$ cat src/rtl/rhsv_pkg.sv
// Shared types and constants for the RGB to HSV converter.
`default_nettype none

package rhsv_pkg;

  // Hue and saturation result widths
  localparam int HUE_W = 9;
  localparam int SAT_W = 8;

  // Quotient bits produced by the divider pipeline (covers 0..255)
  localparam int QUOT_BITS = 8;

  // Hue base angles
  localparam logic [HUE_W-1:0] HUE_GREEN_BASE = 9'd120;
  localparam logic [HUE_W-1:0] HUE_BLUE_BASE  = 9'd240;
  localparam logic [HUE_W-1:0] HUE_WRAP       = 9'd360;

  // Which channel is largest; SEC_NONE when all channels are equal
  typedef enum logic [1:0] {
    SEC_NONE  = 2'd0,
    SEC_RED   = 2'd1,
    SEC_GREEN = 2'd2,
    SEC_BLUE  = 2'd3
  } sector_t;

  // Bits of a classified item beyond its three color-wide fields
  localparam int CLS_EXTRA_BITS = $bits(sector_t) + 1;

endpackage

`default_nettype wire

$ cat src/rtl/rhsv_in_if.sv
// Input channel interface: one RGB sample per transfer.
`default_nettype none

interface rhsv_in_if #(
  parameter int COLOR_BITS = 10
);
  logic                  valid;
  logic                  ready;
  logic [COLOR_BITS-1:0] red;
  logic [COLOR_BITS-1:0] green;
  logic [COLOR_BITS-1:0] blue;

  modport source (output valid, output red, output green, output blue, input ready);
  modport sink   (input valid, input red, input green, input blue, output ready);
endinterface

`default_nettype wire

$ cat src/rtl/rhsv_out_if.sv
// Result channel interface: one HSV result per transfer.
`default_nettype none

interface rhsv_out_if #(
  parameter int COLOR_BITS = 10
);
  import rhsv_pkg::*;

  logic                  valid;
  logic                  ready;
  logic [HUE_W-1:0]      hue;
  logic [SAT_W-1:0]      saturation;
  logic [COLOR_BITS-1:0] brightness;

  modport source (output valid, output hue, output saturation, output brightness, input ready);
  modport sink   (input valid, input hue, input saturation, input brightness, output ready);
endinterface

`default_nettype wire

$ cat src/rtl/rgb_to_hsv_converter.sv
// Top level of the RGB to HSV converter: front end, queue, divider back end.
//
//  channel | dir | fields                                  | handshake
//  --------+-----+-----------------------------------------+-------------------
//  in_if   | in  | red, green, blue (COLOR_BITS each)      | valid/ready
//  out_if  | out | hue (9), saturation (8), brightness     | valid/ready
//
// Throughput is one sample per clock while out_if takes results; every transfer
// starts a new conversion. From input transfer to result valid a sample passes
// the queue, the numerator stage, eight restoring-divide stages (one quotient
// bit each) and the result register; the queue is written at the transfer edge.
// Reset (rst_n low, synchronous) empties the queue and the pipeline.
// A stall on out_if freezes the divider pipeline; the queue keeps taking
// samples until it holds Q_DEPTH items, then in_if.ready drops.
`default_nettype none

module rgb_to_hsv_converter #(
  parameter int COLOR_BITS = 10,
  parameter int Q_DEPTH    = 4
) (
  input  logic       clk,
  input  logic       rst_n,
  rhsv_in_if.sink    in_if,
  rhsv_out_if.source out_if
);
  import rhsv_pkg::*;

  // classified item: sector, sign, |diff|, span, max
  localparam int CLS_W = 3 * COLOR_BITS + CLS_EXTRA_BITS;

  logic             q_push;
  logic             q_pop;
  logic             q_full;
  logic             q_empty;
  logic [CLS_W-1:0] q_wdata;
  logic [CLS_W-1:0] q_rdata;

  // max/min search, sector pick and hue difference, all in the accept cycle
  rhsv_front #(
    .COLOR_BITS (COLOR_BITS),
    .CLS_W      (CLS_W)
  ) u_front (
    .in_if   (in_if),
    .q_full  (q_full),
    .q_push  (q_push),
    .q_wdata (q_wdata)
  );

  // decouples input acceptance from result back-pressure
  rhsv_queue #(
    .DW    (CLS_W),
    .DEPTH (Q_DEPTH)
  ) u_queue (
    .clk   (clk),
    .rst_n (rst_n),
    .push  (q_push),
    .wdata (q_wdata),
    .full  (q_full),
    .pop   (q_pop),
    .rdata (q_rdata),
    .empty (q_empty)
  );

  // hue and saturation quotients, hue offset/wrap, result register
  rhsv_back #(
    .COLOR_BITS (COLOR_BITS),
    .CLS_W      (CLS_W)
  ) u_back (
    .clk     (clk),
    .rst_n   (rst_n),
    .q_rdata (q_rdata),
    .q_empty (q_empty),
    .q_pop   (q_pop),
    .out_if  (out_if)
  );

endmodule

`default_nettype wire

$ cat src/rtl/rhsv_front.sv
// Front end: accepts samples, finds max/min/sector and the hue difference.
`default_nettype none

module rhsv_front #(
  parameter int COLOR_BITS = 10,
  parameter int CLS_W      = 3 * 10 + 3
) (
  rhsv_in_if.sink          in_if,
  input  logic             q_full,
  output logic             q_push,
  output logic [CLS_W-1:0] q_wdata
);
  import rhsv_pkg::*;

  typedef struct packed {
    sector_t               sector;
    logic                  neg;
    logic [COLOR_BITS-1:0] absdiff;
    logic [COLOR_BITS-1:0] span;
    logic [COLOR_BITS-1:0] mx;
  } cls_t;

  cls_t                  cls;
  logic [COLOR_BITS-1:0] mn;
  logic [COLOR_BITS-1:0] op_a;
  logic [COLOR_BITS-1:0] op_b;

  assign in_if.ready = !q_full;
  assign q_push      = in_if.valid && !q_full;

  always_comb begin
    // largest channel, ties go red, then green, then blue
    if (in_if.red >= in_if.green && in_if.red >= in_if.blue) begin
      cls.mx     = in_if.red;
      cls.sector = SEC_RED;
      op_a       = in_if.green;
      op_b       = in_if.blue;
    end else if (in_if.green >= in_if.blue) begin
      cls.mx     = in_if.green;
      cls.sector = SEC_GREEN;
      op_a       = in_if.blue;
      op_b       = in_if.red;
    end else begin
      cls.mx     = in_if.blue;
      cls.sector = SEC_BLUE;
      op_a       = in_if.red;
      op_b       = in_if.green;
    end

    if (in_if.red <= in_if.green && in_if.red <= in_if.blue) begin
      mn = in_if.red;
    end else if (in_if.green <= in_if.blue) begin
      mn = in_if.green;
    end else begin
      mn = in_if.blue;
    end

    cls.span = cls.mx - mn;
    if (cls.span == '0) begin
      cls.sector = SEC_NONE;
    end

    // sign and magnitude of the hue difference
    cls.neg     = op_a < op_b;
    cls.absdiff = cls.neg ? (op_b - op_a) : (op_a - op_b);
  end

  assign q_wdata = cls;

endmodule

`default_nettype wire

$ cat src/rtl/rhsv_queue.sv
// Small FIFO between the classify front end and the divider back end.
`default_nettype none

module rhsv_queue #(
  parameter int DW    = 33,
  parameter int DEPTH = 4
) (
  input  logic          clk,
  input  logic          rst_n,
  input  logic          push,
  input  logic [DW-1:0] wdata,
  output logic          full,
  input  logic          pop,
  output logic [DW-1:0] rdata,
  output logic          empty
);
  localparam int AW = (DEPTH > 1) ? $clog2(DEPTH) : 1;
  localparam int CW = $clog2(DEPTH + 1);

  logic [DW-1:0] mem_r [DEPTH];
  logic [AW-1:0] wr_ptr_r, wr_ptr_nxt;
  logic [AW-1:0] rd_ptr_r, rd_ptr_nxt;
  logic [CW-1:0] cnt_r, cnt_nxt;

  assign full  = (cnt_r == CW'(DEPTH));
  assign empty = (cnt_r == '0);
  assign rdata = mem_r[rd_ptr_r];

  always_comb begin
    wr_ptr_nxt = wr_ptr_r;
    rd_ptr_nxt = rd_ptr_r;
    cnt_nxt    = cnt_r;
    if (push) begin
      wr_ptr_nxt = (wr_ptr_r == AW'(DEPTH - 1)) ? '0 : wr_ptr_r + 1'b1;
    end
    if (pop) begin
      rd_ptr_nxt = (rd_ptr_r == AW'(DEPTH - 1)) ? '0 : rd_ptr_r + 1'b1;
    end
    if (push && !pop) begin
      cnt_nxt = cnt_r + 1'b1;
    end else if (pop && !push) begin
      cnt_nxt = cnt_r - 1'b1;
    end
  end

  always_ff @(posedge clk) begin
    if (!rst_n) begin
      wr_ptr_r <= '0;
      rd_ptr_r <= '0;
      cnt_r    <= '0;
    end else begin
      wr_ptr_r <= wr_ptr_nxt;
      rd_ptr_r <= rd_ptr_nxt;
      cnt_r    <= cnt_nxt;
    end
  end

  always_ff @(posedge clk) begin
    if (push) begin
      mem_r[wr_ptr_r] <= wdata;
    end
  end

  a_cnt_bound: assert property (@(posedge clk) disable iff (!rst_n)
    cnt_r <= CW'(DEPTH))
    else $error("queue count above depth");

  a_pop_nonempty: assert property (@(posedge clk) disable iff (!rst_n)
    pop |-> cnt_r != '0)
    else $error("pop from empty queue");

  a_push_count: assert property (@(posedge clk) disable iff (!rst_n)
    push && !pop |=> cnt_r == $past(cnt_r) + 1'b1)
    else $error("queue count missed a push");

endmodule

`default_nettype wire

$ cat src/rtl/rhsv_back.sv
// Back end: pipelined restoring divider for hue and saturation, result register.
`default_nettype none

module rhsv_back #(
  parameter int COLOR_BITS = 10,
  parameter int CLS_W      = 3 * 10 + 3
) (
  input  logic             clk,
  input  logic             rst_n,
  input  logic [CLS_W-1:0] q_rdata,
  input  logic             q_empty,
  output logic             q_pop,
  rhsv_out_if.source       out_if
);
  import rhsv_pkg::*;

  localparam int RW  = COLOR_BITS + QUOT_BITS;  // numerator < 256 * divisor
  localparam int NST = QUOT_BITS + 1;           // numerator stage + one per bit

  typedef struct packed {
    sector_t               sector;
    logic                  neg;
    logic [COLOR_BITS-1:0] absdiff;
    logic [COLOR_BITS-1:0] span;
    logic [COLOR_BITS-1:0] mx;
  } cls_t;

  typedef struct packed {
    sector_t               sector;
    logic                  neg;
    logic [COLOR_BITS-1:0] span;
    logic [COLOR_BITS-1:0] mx;
    logic [RW-1:0]         rem_h;
    logic [RW-1:0]         rem_s;
    logic [QUOT_BITS-1:0]  q_h;
    logic [QUOT_BITS-1:0]  q_s;
  } stage_t;

  cls_t                  head;
  logic                  adv;
  stage_t                st_r   [NST];
  stage_t                st_nxt [NST];
  logic [NST-1:0]        vld_r, vld_nxt;
  stage_t                last;
  logic [HUE_W-1:0]      q_h9;
  logic [HUE_W-1:0]      hue_nxt;
  logic [SAT_W-1:0]      sat_nxt;
  logic                  out_vld_r;
  logic [HUE_W-1:0]      hue_r;
  logic [SAT_W-1:0]      sat_r;
  logic [COLOR_BITS-1:0] bright_r;

  assign head  = q_rdata;
  // whole pipeline moves when the result register is free or being drained
  assign adv   = !out_vld_r || out_if.ready;
  assign q_pop = adv && !q_empty;

  always_comb begin
    logic [RW-1:0] dh;
    logic [RW-1:0] ds;

    // numerators: 60*|diff| = 64x - 4x, 255*span = 256x - x
    st_nxt[0].sector = head.sector;
    st_nxt[0].neg    = head.neg;
    st_nxt[0].span   = head.span;
    st_nxt[0].mx     = head.mx;
    st_nxt[0].rem_h  = (RW'(head.absdiff) << 6) - (RW'(head.absdiff) << 2);
    st_nxt[0].rem_s  = (RW'(head.span) << 8) - RW'(head.span);
    st_nxt[0].q_h    = '0;
    st_nxt[0].q_s    = '0;
    vld_nxt[0]       = !q_empty;

    // one quotient bit per stage, MSB first
    for (int i = 1; i < NST; i++) begin
      st_nxt[i]  = st_r[i-1];
      vld_nxt[i] = vld_r[i-1];
      dh = RW'(st_r[i-1].span) << (QUOT_BITS - i);
      ds = RW'(st_r[i-1].mx)   << (QUOT_BITS - i);
      if (st_r[i-1].rem_h >= dh) begin
        st_nxt[i].rem_h               = st_r[i-1].rem_h - dh;
        st_nxt[i].q_h[QUOT_BITS - i]  = 1'b1;
      end
      if (st_r[i-1].rem_s >= ds) begin
        st_nxt[i].rem_s               = st_r[i-1].rem_s - ds;
        st_nxt[i].q_s[QUOT_BITS - i]  = 1'b1;
      end
    end
  end

  always_ff @(posedge clk) begin
    if (!rst_n) begin
      vld_r <= '0;
    end else if (adv) begin
      vld_r <= vld_nxt;
    end
  end

  always_ff @(posedge clk) begin
    if (adv) begin
      for (int i = 0; i < NST; i++) begin
        st_r[i] <= st_nxt[i];
      end
    end
  end

  // hue offset and wrap, saturation zero guard
  assign last = st_r[NST-1];
  assign q_h9 = HUE_W'(last.q_h);

  always_comb begin
    case (last.sector)
      SEC_RED: begin
        hue_nxt = (last.neg && q_h9 != '0) ? (HUE_WRAP - q_h9) : q_h9;
      end
      SEC_GREEN: begin
        hue_nxt = last.neg ? (HUE_GREEN_BASE - q_h9) : (HUE_GREEN_BASE + q_h9);
      end
      SEC_BLUE: begin
        hue_nxt = last.neg ? (HUE_BLUE_BASE - q_h9) : (HUE_BLUE_BASE + q_h9);
      end
      default: begin
        hue_nxt = '0;
      end
    endcase
    sat_nxt = (last.mx == '0) ? '0 : SAT_W'(last.q_s);
  end

  always_ff @(posedge clk) begin
    if (!rst_n) begin
      out_vld_r <= 1'b0;
    end else if (adv) begin
      out_vld_r <= vld_r[NST-1];
    end
  end

  always_ff @(posedge clk) begin
    if (adv) begin
      hue_r    <= hue_nxt;
      sat_r    <= sat_nxt;
      bright_r <= last.mx;
    end
  end

  assign out_if.valid      = out_vld_r;
  assign out_if.hue        = hue_r;
  assign out_if.saturation = sat_r;
  assign out_if.brightness = bright_r;

  a_hue_range: assert property (@(posedge clk) disable iff (!rst_n)
    out_vld_r |-> hue_r < HUE_WRAP)
    else $error("hue out of range");

  a_sat_dark: assert property (@(posedge clk) disable iff (!rst_n)
    out_vld_r && bright_r == '0 |-> sat_r == '0)
    else $error("saturation nonzero for black sample");

  a_stall_hold: assert property (@(posedge clk) disable iff (!rst_n)
    !adv |=> $stable(vld_r))
    else $error("divider pipeline moved while stalled");

endmodule

`default_nettype wire

$ cat src/flat_wrapper.sv
// flat-port wrapper written by rule: the top's interface ports become plain ports
module rgb_to_hsv_converter_flat import rhsv_pkg::*;
#(
  parameter int COLOR_BITS = 10,
  parameter int Q_DEPTH    = 4
)
  (clk, rst_n, in_if_valid, in_if_red, in_if_green, in_if_blue, in_if_ready, out_if_valid, out_if_hue, out_if_saturation, out_if_brightness, out_if_ready);
  rhsv_in_if #(.COLOR_BITS(COLOR_BITS)) in_if_i ();
  rhsv_out_if #(.COLOR_BITS(COLOR_BITS)) out_if_i ();
  input  logic clk;
  input  logic rst_n;
  input wire logic [$bits(in_if_i.valid)-1:0] in_if_valid;
  input wire logic [$bits(in_if_i.red)-1:0] in_if_red;
  input wire logic [$bits(in_if_i.green)-1:0] in_if_green;
  input wire logic [$bits(in_if_i.blue)-1:0] in_if_blue;
  output wire logic [$bits(in_if_i.ready)-1:0] in_if_ready;
  output wire logic [$bits(out_if_i.valid)-1:0] out_if_valid;
  output wire logic [$bits(out_if_i.hue)-1:0] out_if_hue;
  output wire logic [$bits(out_if_i.saturation)-1:0] out_if_saturation;
  output wire logic [$bits(out_if_i.brightness)-1:0] out_if_brightness;
  input wire logic [$bits(out_if_i.ready)-1:0] out_if_ready;
  assign in_if_i.valid = in_if_valid;
  assign in_if_i.red = in_if_red;
  assign in_if_i.green = in_if_green;
  assign in_if_i.blue = in_if_blue;
  assign in_if_ready = in_if_i.ready;
  assign out_if_valid = out_if_i.valid;
  assign out_if_hue = out_if_i.hue;
  assign out_if_saturation = out_if_i.saturation;
  assign out_if_brightness = out_if_i.brightness;
  assign out_if_i.ready = out_if_ready;
  rgb_to_hsv_converter #(.COLOR_BITS(COLOR_BITS), .Q_DEPTH(Q_DEPTH)) u_core (.clk(clk), .rst_n(rst_n), .in_if(in_if_i), .out_if(out_if_i));
endmodule
$ cat config.mk
export PLATFORM = sky130hd
export DESIGN_NAME = rgb_to_hsv_converter_flat
export DESIGN_NICKNAME = d
export VERILOG_FILES = /design/src/rtl/rhsv_pkg.sv /design/src/rtl/rhsv_in_if.sv /design/src/rtl/rhsv_out_if.sv /design/src/rtl/rgb_to_hsv_converter.sv /design/src/rtl/rhsv_front.sv /design/src/rtl/rhsv_queue.sv /design/src/rtl/rhsv_back.sv /design/src/flat_wrapper.sv
export SDC_FILE = /design/constraint.sdc
export NUM_CORES = 1
export LEC_CHECK = 0
export BUFFER_PORTS_ARGS = -buffer_cell sky130_fd_sc_hd__buf_2
export CORE_UTILIZATION = 40
export CTS_CLUSTER_SIZE = 30
export DETAILED_ROUTE_END_ITERATION = 8
export PLACE_DENSITY_LB_ADDON = 0.3
export REMOVE_ABC_BUFFERS = 1
export SETUP_SLACK_MARGIN = 0.02
export SLEW_MARGIN = 20
export SYNTH_ARGS = -nofsm -noshare
export SYNTH_HDL_FRONTEND = slang
export SYNTH_SLANG_ARGS = --single-unit
$ cat constraint.sdc
create_clock -name clk -period 26 [get_ports clk]
set_clock_uncertainty 0.15 [all_clocks]
set_input_delay 3.9 -clock clk [delete_from_list [all_inputs] [get_ports clk]]
set_output_delay 3.9 -clock clk [all_outputs]
set_load 0.05 [all_outputs]
==> impl_metrics.py <==
metrics = {
    "drt": {
        "drt_first_pass_iters": 5,
        "ant_nets": 0,
        "wl_per_cell_um": 15.05,
        "via_per_inst": 5.096,
        "drc": 0,
        "routed_wl_mm": 65.23,
        "via_count": 22087,
        "drt_iter0_drc": 1133,
    },
    "worst_setup_path": {
        "cp_data_required_time_ns": 26.20,
        "critical_path_class": "in2reg",
        "worstPathArrival_ns": 8.91,
        "worstPathMaxFanout": 51,
        "path_buf_inv": 4,
        "crit_family": "compound AO/OA/AOI/OAI gates",
        "timing.rr.start": "u_core.u_back.out_if.valid$_SDFFE_PN0P_",
        "cp_slowest_cell": "buf_4",
        "critical_path.startpoint": "in_if_blue[7]",
        "crit_chain": "buf_2 -> inv_1 -> ha_1 -> a211oi_1 -> o21bai_1 -> a2111oi_4 -> buf_4 -> mux2i_1 -> nor2_1 -> a21oi_1 -> ha_1 -> a21o_1 -> a21oi_1 -> o21ai_1 -> a211oi_2 -> buf_4 -> mux2_2 -> o211ai_1 -> a21boi_0 -> a211oi_1",
        "critPathLaunchType": "input pin",
        "cpPeakStageDelay_ns": 0.52,
        "crit_path_end_kind": "flop",
    },
    "placement": {
        "hpwlAfterDp_mm": 46.78,
        "place.gp.congestion": 0.8590,
        "io_buffers": 62,
    },
    "timing": {
        "rsz0062_at_grt": "false",
        "finalSetupViolCount": 0,
        "hold_violations": 0,
        "finalCriticalPeriod_ns": 8.705,
        "timing.final.crit_share_pct": 33.48,
        "worstMarginPinSlew_ns": 1.006,
        "max_clock_freq_mhz": 114.9,
        "drv_slew": 0,
        "final.setup.tns_ns": 0,
        "relSlewSlack_pct": 32.21,
    },
    "floorplan": {
        "die-area_um2": 92730,
        "start_util_pct": 40.54,
        "fp.dieW_um": 304.5,
        "rows": 110,
        "num_io_pins": 63,
        "core-area_um2": 90290,
        "die_y_um": 304.5,
    },
    "finish": {
        "syn_to_final_growth_pct": 11.86,
        "fillers": 8143,
        "insertedDiodeCount": 0,
        "drive_gt1_share_pct": 9.595,
        "final_nets": 3393,
    },
    "run": {
        "cap_violations": 0,
    },
    "clock_tree": {
        "post_cts.repair.setup_buffers": 0,
        "htreeDepth": 3,
        "clock_path_buffers": 3,
        "clock_latency_ns": 0.60,
        "cts_tree": "built",
        "cts_hold_buf": 0,
        "ctsResizeCount": 0,
        "cts_root_buf": "clkbuf_16",
        "clkSinkCount": 711,
        "cts_buffers": 80,
        "clkTransAtPathRegs_ns": 0.06,
    },
    "logic_synthesis": {
        "avgSynthCellArea_um2": 12.22,
        "seq_area_frac_synth_pct": 57.80,
        "synth_cells": 2995,
        "synthTopCellsByArea": "edfxtp_1, ha_1, inv_1",
        "yosysMostFrequentCell": "edfxtp_1",
        "syn-cell-area_um2": 36610,
        "synth_top_cell_area_share_pct": 56.77,
        "synth_area_leader_cell": "edfxtp_1",
        "ys_warn_count": 0,
        "synth_ff_type": "edfxtp_1",
        "synth_cell_types": 86,
        "synth_edf_count": 692,
        "async_flop_share_pct": 0,
        "yosys-top-cells-count": "edfxtp_1, inv_1, ha_1",
        "synth_seq_cells": 711,
    },
    "pwr": {
        "power_density_nw_per_um2": 150.0,
        "power_mw": 6.143,
        "leakage_nw": 16.10,
        "peakVddDrop_mv": 0.06063,
    },
    "hold_path": {
        "worstHoldStart": "u_core.u_back.st_r[0][165]$_DFFE_PP_",
        "hold_class": "reg2reg",
    },
    "global_route": {
        "grt_pass1_vias": 22018,
        "grt_overflow": 0,
        "antenna_found_initial": 1,
        "grt_use_total_pct": 14.03,
        "grt_max_degree": 110,
        "grt_first_pass_wirelength_mm": 107.7,
    },
    "outcome": {
        "status": "completed",
    },
}
## metal layers
metal / share of wire (%) / wire, µm / GRT usage (%)
met5: 0.020 / 13 / 0
met3: 2.9 / 1904 / 2.316
met4: 3.4 / 2241 / 5.203
met2: 51 / 33510 / 25.98
met1: 42 / 27560 / 16.12
## kinds of logic after synthesis
| family | synth area share (%) |
|---|---|
| AO/OA/AOI/OAI | 10.55 |
| adder cells (fa/ha/maj) | 9.358 |
| XOR/XNOR | 4.016 |
| buffers and inverters | 4.002 |
| multiplexers | 4.167 |
| AND/OR/NAND/NOR | 10.10 |
| flip-flops | 57.80 |
## layout by cell type, fill, tap and decap left out, types with 51 or more instances in the layout
master	count
clkbuf_16	83
xnor2_1	117
a21oi_1	196
nor2b_1	51
nand2_1	187
nor2_1	203
inv_1	313
buf_2	62
nor3_1	59
o21ai_0	158
edfxtp_1	692
ha_1	245
## power by group
group          switching, mW  internal [mW]
Clock                  0.437          0.684
Combinational           1.50           1.21
Sequential             0.275           2.04
## path summary, 6_finish.rpt
path | end | slack (ns) | cells past startpoint
setup / recovery | u_core.u_queue.mem_r[0][29]$_DFFE_PP_ | 17.30 | 20
hold / removal | u_core.u_back.st_r[0][240]$_DFFE_PP_ | 0.26 | 0
setup reg to reg | u_core.u_back.st_r[0][570]$_DFFE_PP_ | 21.87 | 6
hold reg to reg | u_core.u_back.st_r[0][240]$_DFFE_PP_ | 0.26 | 0
## worst register-to-register path: cells and delay by family (launching register included)
family,cells,cell delay (ns)
buf+inv,5,3.16
flops,1,0.30
simple gates,1,0.12
## registers in the layout, summed over array words and instances (netlist names), named ones only
name	cells
u_core.u_back.vld_r	9
u_core.u_queue.rd_ptr_r	2
u_core.u_queue.wr_ptr_r	2
u_core.u_back.out_if.hue	9
u_core.u_queue.mem_r	132
u_core.u_back.out_if.brightness	10
u_core.u_back.out_if.valid	1
u_core.u_back.out_if.saturation	8
u_core.u_queue.cnt_r	3
u_core.u_back.st_r	533
## layout make-up
cell class	instances	area [µm²]	area share (%)
timing repair buffer	83	471.7	1.152
tap	1176	1471	3.593
clock buffer	97	2130	5.201
multi-input combinational	1905	14000	34.19
clock inverter	47	524.3	1.280
inverter	315	1190	2.906
sequential	711	21160	51.68
## stage by stage
| stage | area, µm² | hold WS [ns] | std cells | util [%] | setup slack [ns] |
|---|---|---|---|---|---|
| 4_1_cts | 40940 | 0.2482 | 4334 | 45.35 | 17.30 |
| 3_5_place_dp | 38290 | 0.2545 | 4190 | 42.41 | 16.67 |
| 5_1_grt | 40950 | 0.2648 | 4334 | 45.35 | 16.94 |
| 3_3_place_gp | 38290 | 0.2508 | 4190 | 42.41 | 16.85 |
| 6_report | 40950 | 0.2576 | 4334 | 45.35 | 17.30 |
| 2_1_floorplan | 36320 | 0.2503 | 2931 | - | 5.753 |
Note: power is estimated with default switching activity, not from simulation.
